$ cat src/design/wbd_pkg.sv
`timescale 1ns / 1ps
// ---------------------------------------------------------------------------
// wbd_pkg
// types, microprogram and calendar helpers for the weekday stepping core
// ---------------------------------------------------------------------------
package wbd_pkg;

  localparam logic [13:0] YearMax   = 14'd9999;
  localparam logic [12:0] Recip100  = 13'd5243;  // ceil(2^19 / 100)
  localparam int          RecipBits = 19;

  // register indexes of the configuration port
  localparam logic [2:0] REG_REF_DAY     = 3'd0;
  localparam logic [2:0] REG_REF_MONTH   = 3'd1;
  localparam logic [2:0] REG_REF_YEAR    = 3'd2;
  localparam logic [2:0] REG_REF_WEEKDAY = 3'd3;

  typedef logic [2:0] pc_t;

  // microprogram addresses
  localparam pc_t PC_WAIT     = 3'd0;
  localparam pc_t PC_LEAP_T   = 3'd1;
  localparam pc_t PC_LEAP_R   = 3'd2;
  localparam pc_t PC_CHECK    = 3'd3;
  localparam pc_t PC_LOAD     = 3'd4;
  localparam pc_t PC_STEP     = 3'd5;
  localparam pc_t PC_EMIT_OK  = 3'd6;
  localparam pc_t PC_EMIT_ERR = 3'd7;

  typedef enum logic [2:0] {
    ACT_NONE,
    ACT_ACCEPT,
    ACT_CHECK_T,
    ACT_LOAD,
    ACT_STEP,
    ACT_EMIT_OK,
    ACT_EMIT_ERR
  } act_t;

  typedef enum logic [1:0] {
    LSRC_TARGET,
    LSRC_REF,
    LSRC_CUR
  } lsrc_t;

  typedef enum logic [2:0] {
    COND_ALWAYS,
    COND_IN_ACC,
    COND_BAD,
    COND_EQUAL,
    COND_OUT_FREE
  } cond_t;

  typedef struct packed {
    act_t  act;
    lsrc_t lsrc;
    cond_t cond;
    pc_t   jump;   // taken when cond holds
    pc_t   next;   // taken otherwise
  } ucw_t;

  typedef struct packed {
    logic in_acc;
    logic bad;
    logic equal;
    logic out_free;
  } status_t;

  typedef struct packed {
    logic [4:0]  day;
    logic [3:0]  month;
    logic [13:0] year;
    logic [2:0]  weekday;
  } ref_cfg_t;

  localparam int UcodeDepth = 8;

  localparam ucw_t UCODE [UcodeDepth] = '{
    '{ACT_ACCEPT,   LSRC_TARGET, COND_IN_ACC,   PC_LEAP_T,   PC_WAIT},
    '{ACT_NONE,     LSRC_TARGET, COND_ALWAYS,   PC_LEAP_R,   PC_LEAP_R},
    '{ACT_CHECK_T,  LSRC_REF,    COND_ALWAYS,   PC_CHECK,    PC_CHECK},
    '{ACT_NONE,     LSRC_REF,    COND_BAD,      PC_EMIT_ERR, PC_LOAD},
    '{ACT_LOAD,     LSRC_REF,    COND_ALWAYS,   PC_STEP,     PC_STEP},
    '{ACT_STEP,     LSRC_CUR,    COND_EQUAL,    PC_EMIT_OK,  PC_STEP},
    '{ACT_EMIT_OK,  LSRC_CUR,    COND_OUT_FREE, PC_WAIT,     PC_EMIT_OK},
    '{ACT_EMIT_ERR, LSRC_REF,    COND_OUT_FREE, PC_WAIT,     PC_EMIT_ERR}
  };

  function automatic logic [4:0] month_len(logic [3:0] m, logic leap);
    logic [4:0] len;
    case (m)
      4'd2:                      len = leap ? 5'd29 : 5'd28;
      4'd4, 4'd6, 4'd9, 4'd11:   len = 5'd30;
      default:                   len = 5'd31;
    endcase
    return len;
  endfunction

  function automatic logic date_ok(logic [4:0] d, logic [3:0] m, logic [13:0] y,
                                   logic leap);
    logic ok;
    ok = (y != 14'd0) && (y <= YearMax) && (m != 4'd0) && (m <= 4'd12) &&
         (d != 5'd0) && (d <= month_len(m, leap));
    return ok;
  endfunction

endpackage

$ cat src/design/wbd_if.sv
`timescale 1ns / 1ps
// ---------------------------------------------------------------------------
// wbd_if
// request channels of the weekday stepping core: target, result, config
// ---------------------------------------------------------------------------
interface wbd_target_if;
  logic        valid;
  logic        ready;
  logic [4:0]  target_day;
  logic [3:0]  target_month;
  logic [13:0] target_year;

  modport source (output valid, target_day, target_month, target_year, input ready);
  modport sink   (input valid, target_day, target_month, target_year, output ready);
endinterface

interface wbd_result_if;
  logic       valid;
  logic       ready;
  logic [2:0] weekday;
  logic       date_error;

  modport source (output valid, weekday, date_error, input ready);
  modport sink   (input valid, weekday, date_error, output ready);
endinterface

interface wbd_cfg_if;
  logic        valid;
  logic        ready;
  logic [2:0]  index;
  logic [13:0] data;

  modport source (output valid, index, data, input ready);
  modport sink   (input valid, index, data, output ready);
endinterface

$ cat src/design/wbd_leap_unit.sv
`timescale 1ns / 1ps
// ---------------------------------------------------------------------------
// wbd_leap_unit
// registered gregorian leap-year test, divide by 100 through a reciprocal
// ---------------------------------------------------------------------------
module wbd_leap_unit (
  input  logic        clk,
  input  logic [13:0] year,
  output logic        leap
);
  import wbd_pkg::*;

  logic [26:0] prod;
  logic [7:0]  quot;
  logic [14:0] back;
  logic        div100;
  logic        leap_next;

  // quotient is exact for every 14-bit year
  assign prod   = 27'(year) * 27'(Recip100);
  assign quot   = prod[26:RecipBits];
  assign back   = {1'b0, quot, 6'b0} + {2'b0, quot, 5'b0} + {5'b0, quot, 2'b0};
  assign div100 = (back == {1'b0, year});

  assign leap_next = (year[1:0] == 2'd0) && (!div100 || (quot[1:0] == 2'd0));

  always_ff @(posedge clk) begin
    leap <= leap_next;
  end

endmodule

$ cat src/design/wbd_sequencer.sv
`timescale 1ns / 1ps
// ---------------------------------------------------------------------------
// wbd_sequencer
// step counter and microprogram fetch with conditional jumps
// ---------------------------------------------------------------------------
module wbd_sequencer (
  input  logic             clk,
  input  logic             rst,
  input  wbd_pkg::status_t status,
  output wbd_pkg::ucw_t    cw,
  output wbd_pkg::pc_t     pc
);
  import wbd_pkg::*;

  pc_t  pc_next;
  logic taken;

  // next step
  always_comb begin
    case (cw.cond)
      COND_ALWAYS:   taken = 1'b1;
      COND_IN_ACC:   taken = status.in_acc;
      COND_BAD:      taken = status.bad;
      COND_EQUAL:    taken = status.equal;
      COND_OUT_FREE: taken = status.out_free;
      default:       taken = 1'b1;
    endcase
    pc_next = taken ? cw.jump : cw.next;
  end

  // control word of the current step
  always_comb begin
    cw = UCODE[pc];
  end

  always_ff @(posedge clk) begin
    if (rst) begin
      pc <= PC_WAIT;
    end else begin
      pc <= pc_next;
    end
  end

endmodule

$ cat src/design/wbd_datapath.sv
`timescale 1ns / 1ps
// ---------------------------------------------------------------------------
// wbd_datapath
// target latch, date checks, one-day walker and result register
// ---------------------------------------------------------------------------
module wbd_datapath (
  input  logic              clk,
  input  logic              rst,
  input  wbd_pkg::ucw_t     cw,
  input  wbd_pkg::ref_cfg_t ref_cfg,
  input  logic              in_valid,
  input  logic [4:0]        in_day,
  input  logic [3:0]        in_month,
  input  logic [13:0]       in_year,
  output logic              in_ready,
  input  logic              out_ready,
  output logic              out_valid,
  output logic [2:0]        out_weekday,
  output logic              out_error,
  output wbd_pkg::status_t  status
);
  import wbd_pkg::*;

  logic [4:0]  tgt_day;
  logic [3:0]  tgt_month;
  logic [13:0] tgt_year;
  logic        tgt_ok;

  logic [4:0]  cur_day, cur_day_next;
  logic [3:0]  cur_month, cur_month_next;
  logic [13:0] cur_year, cur_year_next;
  logic [2:0]  cur_weekday, cur_weekday_next;

  logic [13:0] leap_year;
  logic        leap;
  logic [2:0]  base_weekday;
  logic        forward;
  logic [4:0]  cur_len;
  logic        emit;

  wbd_leap_unit u_leap (
    .clk  (clk),
    .year (leap_year),
    .leap (leap)
  );

  always_comb begin
    case (cw.lsrc)
      LSRC_TARGET: leap_year = tgt_year;
      LSRC_REF:    leap_year = ref_cfg.year;
      LSRC_CUR:    leap_year = cur_year;
      default:     leap_year = cur_year;
    endcase
  end

  assign in_ready        = (cw.act == ACT_ACCEPT);
  assign status.in_acc   = in_ready && in_valid;
  assign status.bad      = !tgt_ok ||
                           !date_ok(ref_cfg.day, ref_cfg.month, ref_cfg.year, leap);
  assign status.equal    = ({cur_year, cur_month, cur_day} ==
                            {tgt_year, tgt_month, tgt_day});
  assign status.out_free = !out_valid || out_ready;

  assign forward      = ({cur_year, cur_month, cur_day} <
                         {tgt_year, tgt_month, tgt_day});
  assign base_weekday = (ref_cfg.weekday == 3'd0) ? 3'd7 : ref_cfg.weekday;
  // the registered leap lags a year change, but the lag never reaches a february
  assign cur_len      = month_len(cur_month, leap);
  assign emit         = status.out_free &&
                        ((cw.act == ACT_EMIT_OK) || (cw.act == ACT_EMIT_ERR));

  // one day forward or back
  always_comb begin
    cur_day_next     = cur_day;
    cur_month_next   = cur_month;
    cur_year_next    = cur_year;
    cur_weekday_next = cur_weekday;
    if (forward) begin
      cur_weekday_next = (cur_weekday == 3'd7) ? 3'd1 : cur_weekday + 3'd1;
      if (cur_day < cur_len) begin
        cur_day_next = cur_day + 5'd1;
      end else begin
        cur_day_next = 5'd1;
        if (cur_month < 4'd12) begin
          cur_month_next = cur_month + 4'd1;
        end else begin
          cur_month_next = 4'd1;
          cur_year_next  = cur_year + 14'd1;
        end
      end
    end else begin
      cur_weekday_next = (cur_weekday == 3'd1) ? 3'd7 : cur_weekday - 3'd1;
      if (cur_day > 5'd1) begin
        cur_day_next = cur_day - 5'd1;
      end else if (cur_month > 4'd1) begin
        cur_month_next = cur_month - 4'd1;
        cur_day_next   = month_len(cur_month - 4'd1, leap);
      end else begin
        cur_month_next = 4'd12;
        cur_day_next   = 5'd31;
        cur_year_next  = cur_year - 14'd1;
      end
    end
  end

  always_ff @(posedge clk) begin
    if (status.in_acc) begin
      tgt_day   <= in_day;
      tgt_month <= in_month;
      tgt_year  <= in_year;
    end
    if (cw.act == ACT_CHECK_T) begin
      tgt_ok <= date_ok(tgt_day, tgt_month, tgt_year, leap);
    end
    if (emit) begin
      out_weekday <= (cw.act == ACT_EMIT_OK) ? cur_weekday : 3'd1;
      out_error   <= (cw.act == ACT_EMIT_ERR);
    end
  end

  always_ff @(posedge clk) begin
    if (rst) begin
      cur_day     <= 5'd1;
      cur_month   <= 4'd1;
      cur_year    <= 14'd1;
      cur_weekday <= 3'd1;
    end else if (cw.act == ACT_LOAD) begin
      cur_day     <= ref_cfg.day;
      cur_month   <= ref_cfg.month;
      cur_year    <= ref_cfg.year;
      cur_weekday <= base_weekday;
    end else if ((cw.act == ACT_STEP) && !status.equal) begin
      cur_day     <= cur_day_next;
      cur_month   <= cur_month_next;
      cur_year    <= cur_year_next;
      cur_weekday <= cur_weekday_next;
    end
  end

  always_ff @(posedge clk) begin
    if (rst) begin
      out_valid <= 1'b0;
    end else if (emit) begin
      out_valid <= 1'b1;
    end else if (out_ready) begin
      out_valid <= 1'b0;
    end
  end

endmodule

$ cat src/design/weekday_by_day_stepping_core.sv
`timescale 1ns / 1ps
// ---------------------------------------------------------------------------
// weekday_by_day_stepping_core
// weekday of a date, found by walking day by day from a reference date
// ---------------------------------------------------------------------------
// Each target request returns one result: its weekday (1 Monday .. 7 Sunday)
// and a date_error flag. After acceptance a request runs through the leap
// tests, the date checks, the walker load and the walk before its result is
// in the output register; the walker moves one day per cycle over the D days
// between the reference date and the target, and D reaches about 3.65 million
// over the full 1..9999 year range. A target or reference date that does not
// exist gives weekday 1 with date_error set, with no walk. The next request is
// taken as soon as the previous result sits in the output register, even while
// it still waits to be taken. The user must write the reference date and weekday
// through the config port only while no request is in flight; the core itself
// does not enforce this. A reference weekday of 0 counts as Sunday.
module weekday_by_day_stepping_core (
  input logic                clk,
  input logic                rst,
  wbd_target_if.sink         target,
  wbd_result_if.source       result,
  wbd_cfg_if.sink            cfg
);
  import wbd_pkg::*;

  ref_cfg_t ref_cfg;
  ucw_t     cw;
  pc_t      pc;
  status_t  status;

  // config registers, always ready; unknown indexes are dropped
  assign cfg.ready = 1'b1;

  always_ff @(posedge clk) begin
    if (rst) begin
      ref_cfg.day     <= 5'd1;
      ref_cfg.month   <= 4'd1;
      ref_cfg.year    <= 14'd2001;
      ref_cfg.weekday <= 3'd1;
    end else if (cfg.valid && cfg.ready) begin
      case (cfg.index)
        REG_REF_DAY:     ref_cfg.day     <= cfg.data[4:0];
        REG_REF_MONTH:   ref_cfg.month   <= cfg.data[3:0];
        REG_REF_YEAR:    ref_cfg.year    <= cfg.data;
        REG_REF_WEEKDAY: ref_cfg.weekday <= cfg.data[2:0];
        default: begin
        end
      endcase
    end
  end

  // microprogram: wait, leap of target, check target, check reference,
  // load walker, step until equal, emit
  wbd_sequencer u_seq (
    .clk    (clk),
    .rst    (rst),
    .status (status),
    .cw     (cw),
    .pc     (pc)
  );

  wbd_datapath u_dp (
    .clk         (clk),
    .rst         (rst),
    .cw          (cw),
    .ref_cfg     (ref_cfg),
    .in_valid    (target.valid),
    .in_day      (target.target_day),
    .in_month    (target.target_month),
    .in_year     (target.target_year),
    .in_ready    (target.ready),
    .out_ready   (result.ready),
    .out_valid   (result.valid),
    .out_weekday (result.weekday),
    .out_error   (result.date_error),
    .status      (status)
  );

`ifndef SYNTHESIS
  // requests are only taken at the wait step
  a_ready_at_wait: assert property (@(posedge clk) disable iff (rst)
    target.ready |-> (pc == PC_WAIT))
    else $error("target ready outside the wait step");

  // an accepted request starts the leap test of the target
  a_accept_starts: assert property (@(posedge clk) disable iff (rst)
    (target.valid && target.ready) |=> (pc == PC_LEAP_T))
    else $error("accepted request did not start the program");

  // a new result only appears from an emit step
  a_result_from_emit: assert property (@(posedge clk) disable iff (rst)
    $rose(result.valid) |-> ($past(pc) == PC_EMIT_OK || $past(pc) == PC_EMIT_ERR))
    else $error("result raised outside an emit step");

  // flagged results carry weekday 1
  a_error_weekday: assert property (@(posedge clk) disable iff (rst)
    (result.valid && result.date_error) |-> (result.weekday == 3'd1))
    else $error("flagged result with weekday other than 1");
`endif

endmodule

$ cat src/flat_wrapper.sv
// flat-port wrapper written by rule: the top's interface ports become plain ports
module weekday_by_day_stepping_core_flat import wbd_pkg::*;
  (clk, rst, target_valid, target_target_day, target_target_month, target_target_year, target_ready, result_valid, result_weekday, result_date_error, result_ready, cfg_valid, cfg_index, cfg_data, cfg_ready);
  wbd_target_if target_i ();
  wbd_result_if result_i ();
  wbd_cfg_if cfg_i ();
  input logic clk;
  input logic rst;
  input wire logic [$bits(target_i.valid)-1:0] target_valid;
  input wire logic [$bits(target_i.target_day)-1:0] target_target_day;
  input wire logic [$bits(target_i.target_month)-1:0] target_target_month;
  input wire logic [$bits(target_i.target_year)-1:0] target_target_year;
  output wire logic [$bits(target_i.ready)-1:0] target_ready;
  output wire logic [$bits(result_i.valid)-1:0] result_valid;
  output wire logic [$bits(result_i.weekday)-1:0] result_weekday;
  output wire logic [$bits(result_i.date_error)-1:0] result_date_error;
  input wire logic [$bits(result_i.ready)-1:0] result_ready;
  input wire logic [$bits(cfg_i.valid)-1:0] cfg_valid;
  input wire logic [$bits(cfg_i.index)-1:0] cfg_index;
  input wire logic [$bits(cfg_i.data)-1:0] cfg_data;
  output wire logic [$bits(cfg_i.ready)-1:0] cfg_ready;
  assign target_i.valid = target_valid;
  assign target_i.target_day = target_target_day;
  assign target_i.target_month = target_target_month;
  assign target_i.target_year = target_target_year;
  assign target_ready = target_i.ready;
  assign result_valid = result_i.valid;
  assign result_weekday = result_i.weekday;
  assign result_date_error = result_i.date_error;
  assign result_i.ready = result_ready;
  assign cfg_i.valid = cfg_valid;
  assign cfg_i.index = cfg_index;
  assign cfg_i.data = cfg_data;
  assign cfg_ready = cfg_i.ready;
  weekday_by_day_stepping_core u_core (.clk(clk), .rst(rst), .target(target_i), .result(result_i), .cfg(cfg_i));
endmodule
$ cat config.mk
export PLATFORM = sky130hd
export DESIGN_NAME = weekday_by_day_stepping_core_flat
export DESIGN_NICKNAME = d
export VERILOG_FILES = /design/src/design/wbd_pkg.sv /design/src/design/wbd_if.sv /design/src/design/wbd_leap_unit.sv /design/src/design/wbd_sequencer.sv /design/src/design/wbd_datapath.sv /design/src/design/weekday_by_day_stepping_core.sv /design/src/flat_wrapper.sv
export SDC_FILE = /design/constraint.sdc
export NUM_CORES = 1
export LEC_CHECK = 0
export BUFFER_PORTS_ARGS = -buffer_cell sky130_fd_sc_hd__buf_2
export CAP_MARGIN = 30
export CELL_PAD_IN_SITES_DETAIL_PLACEMENT = 2
export CELL_PAD_IN_SITES_GLOBAL_PLACEMENT = 2
export CORE_MARGIN = 1.5
export CORE_UTILIZATION = 43
export DETAILED_ROUTE_END_ITERATION = 16
export PLACE_DENSITY_LB_ADDON = 0.1
export SKIP_CTS_REPAIR_TIMING = 1
export SLEW_MARGIN = 15
export SYNTH_ARGS = -nofsm -noshare
export SYNTH_HDL_FRONTEND = slang
export SYNTH_SLANG_ARGS = --single-unit
$ cat constraint.sdc
create_clock -name clk -period 25.6 [get_ports clk]
set_clock_uncertainty 0.15 [all_clocks]
set_input_delay 1.28 -clock clk [delete_from_list [all_inputs] [get_ports clk]]
set_output_delay 1.28 -clock clk [all_outputs]
set_load 0.1 [all_outputs]
==> results.sh, run 1 <==
export IMPL_status="finished clean"
export IMPL_synth_ff_type="dfxtp_1"
export IMPL_core_area_um2=22500
export IMPL_die_area_um2=23700
export IMPL_drtAntennaViolNets=0
export IMPL_synth_area_leaders="ha_1 (21%), fa_1 (12%), dfxtp_1 (12%)"
export IMPL_cts_tree="built"
export IMPL_die_h_um=154
export IMPL_holdCritPathClass="reg2reg"
export IMPL_syn2layout_area_growth_pct=8.69
export IMPL_synth_cells=1094
export IMPL_post_route_drc_count=0
export IMPL_vias=8368
export IMPL_post_route_util_pct=47.4
export IMPL_critPathTopFamily="adder cells"
export IMPL_yosysWarningCount=0
export IMPL_first_pass_iters=6
export IMPL_initial_core_util_pct=43.6
export IMPL_antenna_found_initial=0
export IMPL_grt_max_degree=42
export IMPL_cp_slowest_cell="a221oi_2"
export IMPL_synth_edf_count=28
export IMPL_worstSkewPairLatency_ns=0.35
export IMPL_wl_per_cell_um=23.2
export IMPL_period_share_pct=37.9
export IMPL_finalHoldViolations=0
export IMPL_gr_total_overflow=0
export IMPL_tightest_slew_ns=0.982
export IMPL_max_freq_mhz=103
export IMPL_fillers=2485
export IMPL_viasPerCell=5.90
export IMPL_cts_htree_levels=3
export IMPL_grt_usage_pct=28.6
export IMPL_syn_num_nets=1361
export IMPL_cts_root_buf="clkbuf_16"
export IMPL_seq_area_frac_synth_pct=20.2
export IMPL_synth_top_cell_area_share_pct=20.9
export IMPL_io_buffers=50
export IMPL_path_max_fanout=21
export IMPL_setup_viol=0
export IMPL_period_minus_slack_ns=9.70
export IMPL_syn_area_um2=9810
export IMPL_synth_seq_cells=85
export IMPL_rows=55
export IMPL_slew_viol_final=0
export IMPL_yosysMostFrequentCell="ha_1"
export IMPL_arrival_ns=9.79
export IMPL_end_kind="register"
export IMPL_slowest_delay_ns=0.88
export IMPL_relSlewSlack_pct=34.5
export IMPL_synthTopCellsByCount="ha_1 (164), inv_1 (152), nand2_1 (68)"
export IMPL_drt_first_iter_violations=278
export IMPL_async_reset_ff_share_pct=0
export IMPL_yosysUniqueCellTypes=83
export IMPL_drive_gt1_share_pct=8.91
export IMPL_maxCapViolCount=0
export IMPL_clock_path_buffers=2
export IMPL_cts_buffers=9
export IMPL_worstPathRequired_ns=25.68
export IMPL_grt_first_pass_wirelength_um=52300
export IMPL_clkTransAtPathRegs_ns=0.07
export IMPL_avgSynthCellArea_um2=8.97
export IMPL_finalSetupTns_ns=0
export IMPL_crit_buf_inv=4
export IMPL_die_w_um=154
export IMPL_rsz0062_at_grt="no"
export IMPL_synth_top_area_cell="ha_1"
export IMPL_final_nets=1395
export IMPL_crit_type="reg2reg"
export IMPL_cts_sinks=85
export IMPL_dp_hpwl_um=26800
export IMPL_diodes=0
export IMPL_holdWs_ns=0.341
export IMPL_grt_pass1_vias=9440
export IMPL_gp_congestion=0.823
export IMPL_start_kind="register"
export IMPL_num_io_pins=52
export IMPL_routed_wl_um=32800
-- flip-flops by register name, indices dropped and copies added, names as in the netlist, 4 cells and up --
name,flops
u_core.u_dp.cur_day,5
u_core.ref_cfg,26
u_core.u_dp.tgt_year,14
u_core.u_dp.cur_month,4
u_core.u_dp.tgt_month,4
u_core.u_dp.tgt_day,5
u_core.u_dp.cur_year,14
-- final timing paths --
path | end | start | slack, ns | cells after the start
worst max-delay path | u_core.u_dp.u_leap.leap$_DFF_P_ | u_core.u_seq.pc[0]$_SDFFE_PP0P_ | 15.90 | 31
worst min-delay path | u_core.u_dp.cur_weekday[1]$_SDFFE_PP0P_ | u_core.u_dp.cur_weekday[1]$_SDFFE_PP0P_ | 0.34 | 2
worst max register to register | u_core.u_dp.u_leap.leap$_DFF_P_ | u_core.u_seq.pc[0]$_SDFFE_PP0P_ | 15.90 | 31
worst min register to register | u_core.u_dp.cur_weekday[1]$_SDFFE_PP0P_ | u_core.u_dp.cur_weekday[1]$_SDFFE_PP0P_ | 0.34 | 2
-- area by class of cell --
| class | instances | area, um^2 | share of cell area [%] |
|---|---|---|---|
| multi-input cells | 821 | 7090 | 66.5 |
| flip-flops and latches | 85 | 1980 | 18.6 |
| inverters | 152 | 571 | 5.35 |
| well taps | 285 | 357 | 3.35 |
| repair buffers | 59 | 319 | 2.99 |
| clock buffers | 13 | 292 | 2.73 |
| clock inverters | 3 | 47.5 | 0.446 |
-- placed cells by master (no fill, tap or decap), types with 5 or more instances in the layout --
cell and n:
nor2b_1 5, o211ai_1 11, o21a_1 9, nor4_1 12, buf_2 51, nor2_1 64
o21ai_0 31, buf_4 7, a21o_1 21, nand3_1 41, and2_1 12, xnor2_1 34
ha_1 164, nand4_1 13, a31oi_1 10, a221o_1 8, xor2_1 23, a211oi_1 13
fa_1 58, clkbuf_16 10, inv_1 152, a22oi_1 11, a32oi_1 7, nor3_1 21
a21oi_1 63, and3_1 10, dfxtp_1 57, edfxtp_1 28, nand2_1 68, mux2i_1 26
or2_2 5
-- routing by layer --
layer | vias to the layer above | part of all wire (%) | GRT usage [%]
met2 | 130 | 51 | 52.5
met3 | 71 | 2.0 | 2.51
met1 | 4227 | 42 | 34.0
met4 | 0 | 4.0 | 12.6
li1 | 3940 | - | -
met5 | - | 0 | 0
-- per-stage QoR --
stage	instance area (um^2)	setup slack, ns	cells
2_1_floorplan	9810	17.23	1094
3_3_place_gp	10300	16.32	1400
3_5_place_dp	10300	15.97	1402
4_1_cts	10700	15.87	1418
5_1_grt	10700	15.08	1418
6_report	10700	15.90	1418
-- worst register-to-register path: cells and delay by family, from the launching register on --
kind | cells | cell delay, ns
AND/OR/NAND/NOR | 5 | 1.27
adder cells (fa/ha/maj) | 8 | 3.91
buffers and inverters | 4 | 0.33
flip-flops | 1 | 0.56
AO/OA/AOI/OAI | 12 | 2.88
XOR/XNOR | 2 | 0.51
-- cells by family (layout without fill, tap and decap cells) --
| logic type | count (synthesis) | after routing | share of synthesized area [%] |
|---|---|---|---|
| buffers and inverters | 188 | 227 | 7.63 |
| multiplexers | 27 | 27 | 2.77 |
| AND/OR/NAND/NOR | 276 | 276 | 14.3 |
| flip-flops | 85 | 85 | 20.2 |
| AO/OA/AOI/OAI | 236 | 236 | 17.0 |
| XOR/XNOR | 57 | 57 | 5.09 |
| other | 1 | 1 | 0.0382 |
| adder cells (fa/ha/maj) | 224 | 224 | 33.0 |
Power of run 1 is left out: the tool's default activity adds up to more than one toggle a clock period on the data nets, which glitch-free logic cannot reach.
==> inputs of run 2 (changes only) <==
--- a/config.mk
+++ b/config.mk
@@ -5,12 +5,13 @@
 export SDC_FILE = /design/constraint.sdc
 export NUM_CORES = 1
 export LEC_CHECK = 0
+export ABC_AREA = 1
 export BUFFER_PORTS_ARGS = -buffer_cell sky130_fd_sc_hd__buf_2
 export CAP_MARGIN = 30
 export CELL_PAD_IN_SITES_DETAIL_PLACEMENT = 2
 export CELL_PAD_IN_SITES_GLOBAL_PLACEMENT = 2
 export CORE_MARGIN = 1.5
-export CORE_UTILIZATION = 43
+export CORE_UTILIZATION = 37
 export DETAILED_ROUTE_END_ITERATION = 16
 export PLACE_DENSITY_LB_ADDON = 0.1
 export SKIP_CTS_REPAIR_TIMING = 1
==> constraint.sdc (replaced) <==
create_clock -name clk -period 9.63 [get_ports clk]
set_clock_uncertainty 0.15 [all_clocks]
set_input_delay 0.4815 -clock clk [delete_from_list [all_inputs] [get_ports clk]]
set_output_delay 0.4815 -clock clk [all_outputs]
set_load 0.1 [all_outputs]
==> results.sh, run 2 <==
export IMPL_io_buffers=50
export IMPL_viasPerCell=5.18
export IMPL_core_area_um2=27800
export IMPL_end_kind="register"
export IMPL_reg_largest_list="u_core.ref_cfg (26), u_core.u_dp.cur_year (14), u_core.u_dp.tgt_year (14)"
export IMPL_regToRegSetupSlack_ns=0.91
export IMPL_slew_viol_final=0
export IMPL_initial_core_util_pct=37.6
export IMPL_period_share_pct=90.6
export IMPL_worstPathRequired_ns=9.73
export IMPL_largest_reg_flops=26
export IMPL_cp_slowest_cell="a21boi_0"
export IMPL_grt_max_degree=33
export IMPL_post_route_util_pct=41.0
export IMPL_holdWs_ns=0.146
export IMPL_cp_common_cell="nand2_1"
export IMPL_layout_commonest_cell="nand2_1"
export IMPL_final_cells=1852
export IMPL_die_w_um=171
export IMPL_largest_register="u_core.ref_cfg"
export IMPL_path_max_fanout=11
export IMPL_setup_viol=0
export IMPL_drive_gt1_share_pct=8.28
export IMPL_synthTopCellsByCount="nand2_1 (292), inv_1 (272), ha_1 (164)"
export IMPL_grt_pass1_vias=10701
export IMPL_finalSetupTns_ns=0
export IMPL_synth_top_cell_area_share_pct=19.6
export IMPL_cts_sinks=85
export IMPL_routed_wl_um=35400
export IMPL_relSlewSlack_pct=44.9
export IMPL_die_area_um2=29300
export IMPL_crit_type="reg2reg"
export IMPL_start_kind="register"
export IMPL_period_minus_slack_ns=8.72
export IMPL_num_io_pins=52
export IMPL_synth_ff_type="dfxtp_1"
export IMPL_arrival_ns=8.83
export IMPL_gp_congestion=0.844
export IMPL_yosysUniqueCellTypes=55
export IMPL_drt_first_iter_violations=318
export IMPL_worstSkewPairLatency_ns=0.36
export IMPL_crit_buf_inv=10
export IMPL_grt_first_pass_wirelength_um=56600
export IMPL_grt_usage_pct=25.2
export IMPL_synth_area_leaders="ha_1 (20%), fa_1 (11%), dfxtp_1 (11%)"
export IMPL_async_reset_ff_share_pct=0
export IMPL_cts_root_buf="clkbuf_16"
export IMPL_synth_seq_cells=85
export IMPL_slowest_delay_ns=0.59
export IMPL_max_freq_mhz=115
export IMPL_critPathTopFamily="adder cells"
export IMPL_cts_buffers=9
export IMPL_cts_tree="built"
export IMPL_rows=61
export IMPL_final_nets=1736
export IMPL_syn_num_nets=1692
export IMPL_maxCapViolCount=0
export IMPL_clkTransAtPathRegs_ns=0.07
export IMPL_seq_area_frac_synth_pct=19.0
export IMPL_cts_htree_levels=3
export IMPL_synth_edf_count=28
export IMPL_synth_cells=1425
export IMPL_fillers=3389
export IMPL_tightest_slew_ns=0.826
export IMPL_dp_cells=1835
export IMPL_holdCritPathClass="in2reg"
export IMPL_syn2layout_area_growth_pct=8.86
export IMPL_die_h_um=171
export IMPL_wl_per_cell_um=19.1
export IMPL_synth_top_area_cell="ha_1"
export IMPL_yosysMostFrequentCell="nand2_1"
export IMPL_gr_total_overflow=0
export IMPL_finalHoldViolations=0
export IMPL_status="finished clean"
export IMPL_diodes=0
export IMPL_clock_path_buffers=2
export IMPL_antenna_found_initial=0
export IMPL_final_cell_mix="nand2_1 (292), inv_1 (272), ha_1 (164)"
export IMPL_syn_area_um2=10500
export IMPL_first_pass_iters=6
export IMPL_yosysWarningCount=0
export IMPL_dp_hpwl_um=30200
export IMPL_drtAntennaViolNets=0
export IMPL_vias=9601
export IMPL_rsz0062_at_grt="no"
export IMPL_avgSynthCellArea_um2=7.34
export IMPL_post_route_drc_count=0
[run 2: changes by cell type in the layout (fill, tap and decap cells not counted), sizes merged, moves of 33 or more]
cell and change:
a21oi +33, inv +134, nand2 +235, nand3 +46, nor2 +38, o21ai +39
[run 2: per-layer routing]
layer | vias up | GRT usage (%) | share of wire [%]
li1 | 4711 | - | -
met1 | 4767 | 29.7 | 43
met2 | 92 | 48.8 | 54
met3 | 31 | 2.38 | 1.7
met4 | 0 | 5.57 | 1.8
met5 | - | 0 | 0
[run 2: per-stage QoR]
step	instance area (um^2)	worst slack, ns
final	11400	0.907
after detailed placement	11100	0.888
after floorplan	10500	2.22
after global routing	11400	0.297
after CTS	11400	0.854
after global placement	11100	1.21
[run 2: final timing paths]
| path | cells after the start | start | endpoint |
|---|---|---|---|
| setup / recovery | 45 | u_core.u_seq.pc[1]$_SDFFE_PP0P_ | u_core.u_dp.u_leap.leap$_DFF_P_ |
| hold / removal | 1 | target_target_day[2] | u_core.u_dp.tgt_day[2]$_DFFE_PP_ |
| setup reg to reg | 45 | u_core.u_seq.pc[1]$_SDFFE_PP0P_ | u_core.u_dp.u_leap.leap$_DFF_P_ |
| hold reg to reg | 2 | u_core.ref_cfg[25]$_SDFFE_PP0P_ | u_core.ref_cfg[25]$_SDFFE_PP0P_ |
[run 2: cell families after synthesis]
group / share of synthesized area (%)
flops: 19.0
compound gates: 11.9
fa+ha+maj: 30.8
buf+inv: 11.5
other cells: 0.0359
xor+xnor: 2.76
simple gates: 24.0
[run 2: worst register-to-register path, delay by kind of cell, from the launching register on]
family                     cells  cell delay [ns]
adders and majority gates      9             3.80
and+or+nand+nor               21             2.04
buffers and inverters         10             0.87
DFF                            1             0.51
AOI/OAI and AO/OA              5             1.27
[run 2: area by class of cell]
cell class | instances | area [um^2] | area share (%)
flip-flops and latches | 85 | 1980 | 17.4
well taps | 378 | 473 | 4.16
inverters | 283 | 1060 | 9.36
clock buffers | 12 | 248 | 2.18
repair buffers | 56 | 315 | 2.77
clock inverters | 4 | 27.5 | 0.242
multi-input cells | 1034 | 7270 | 63.9
Power of run 2 is left out for the same reason.
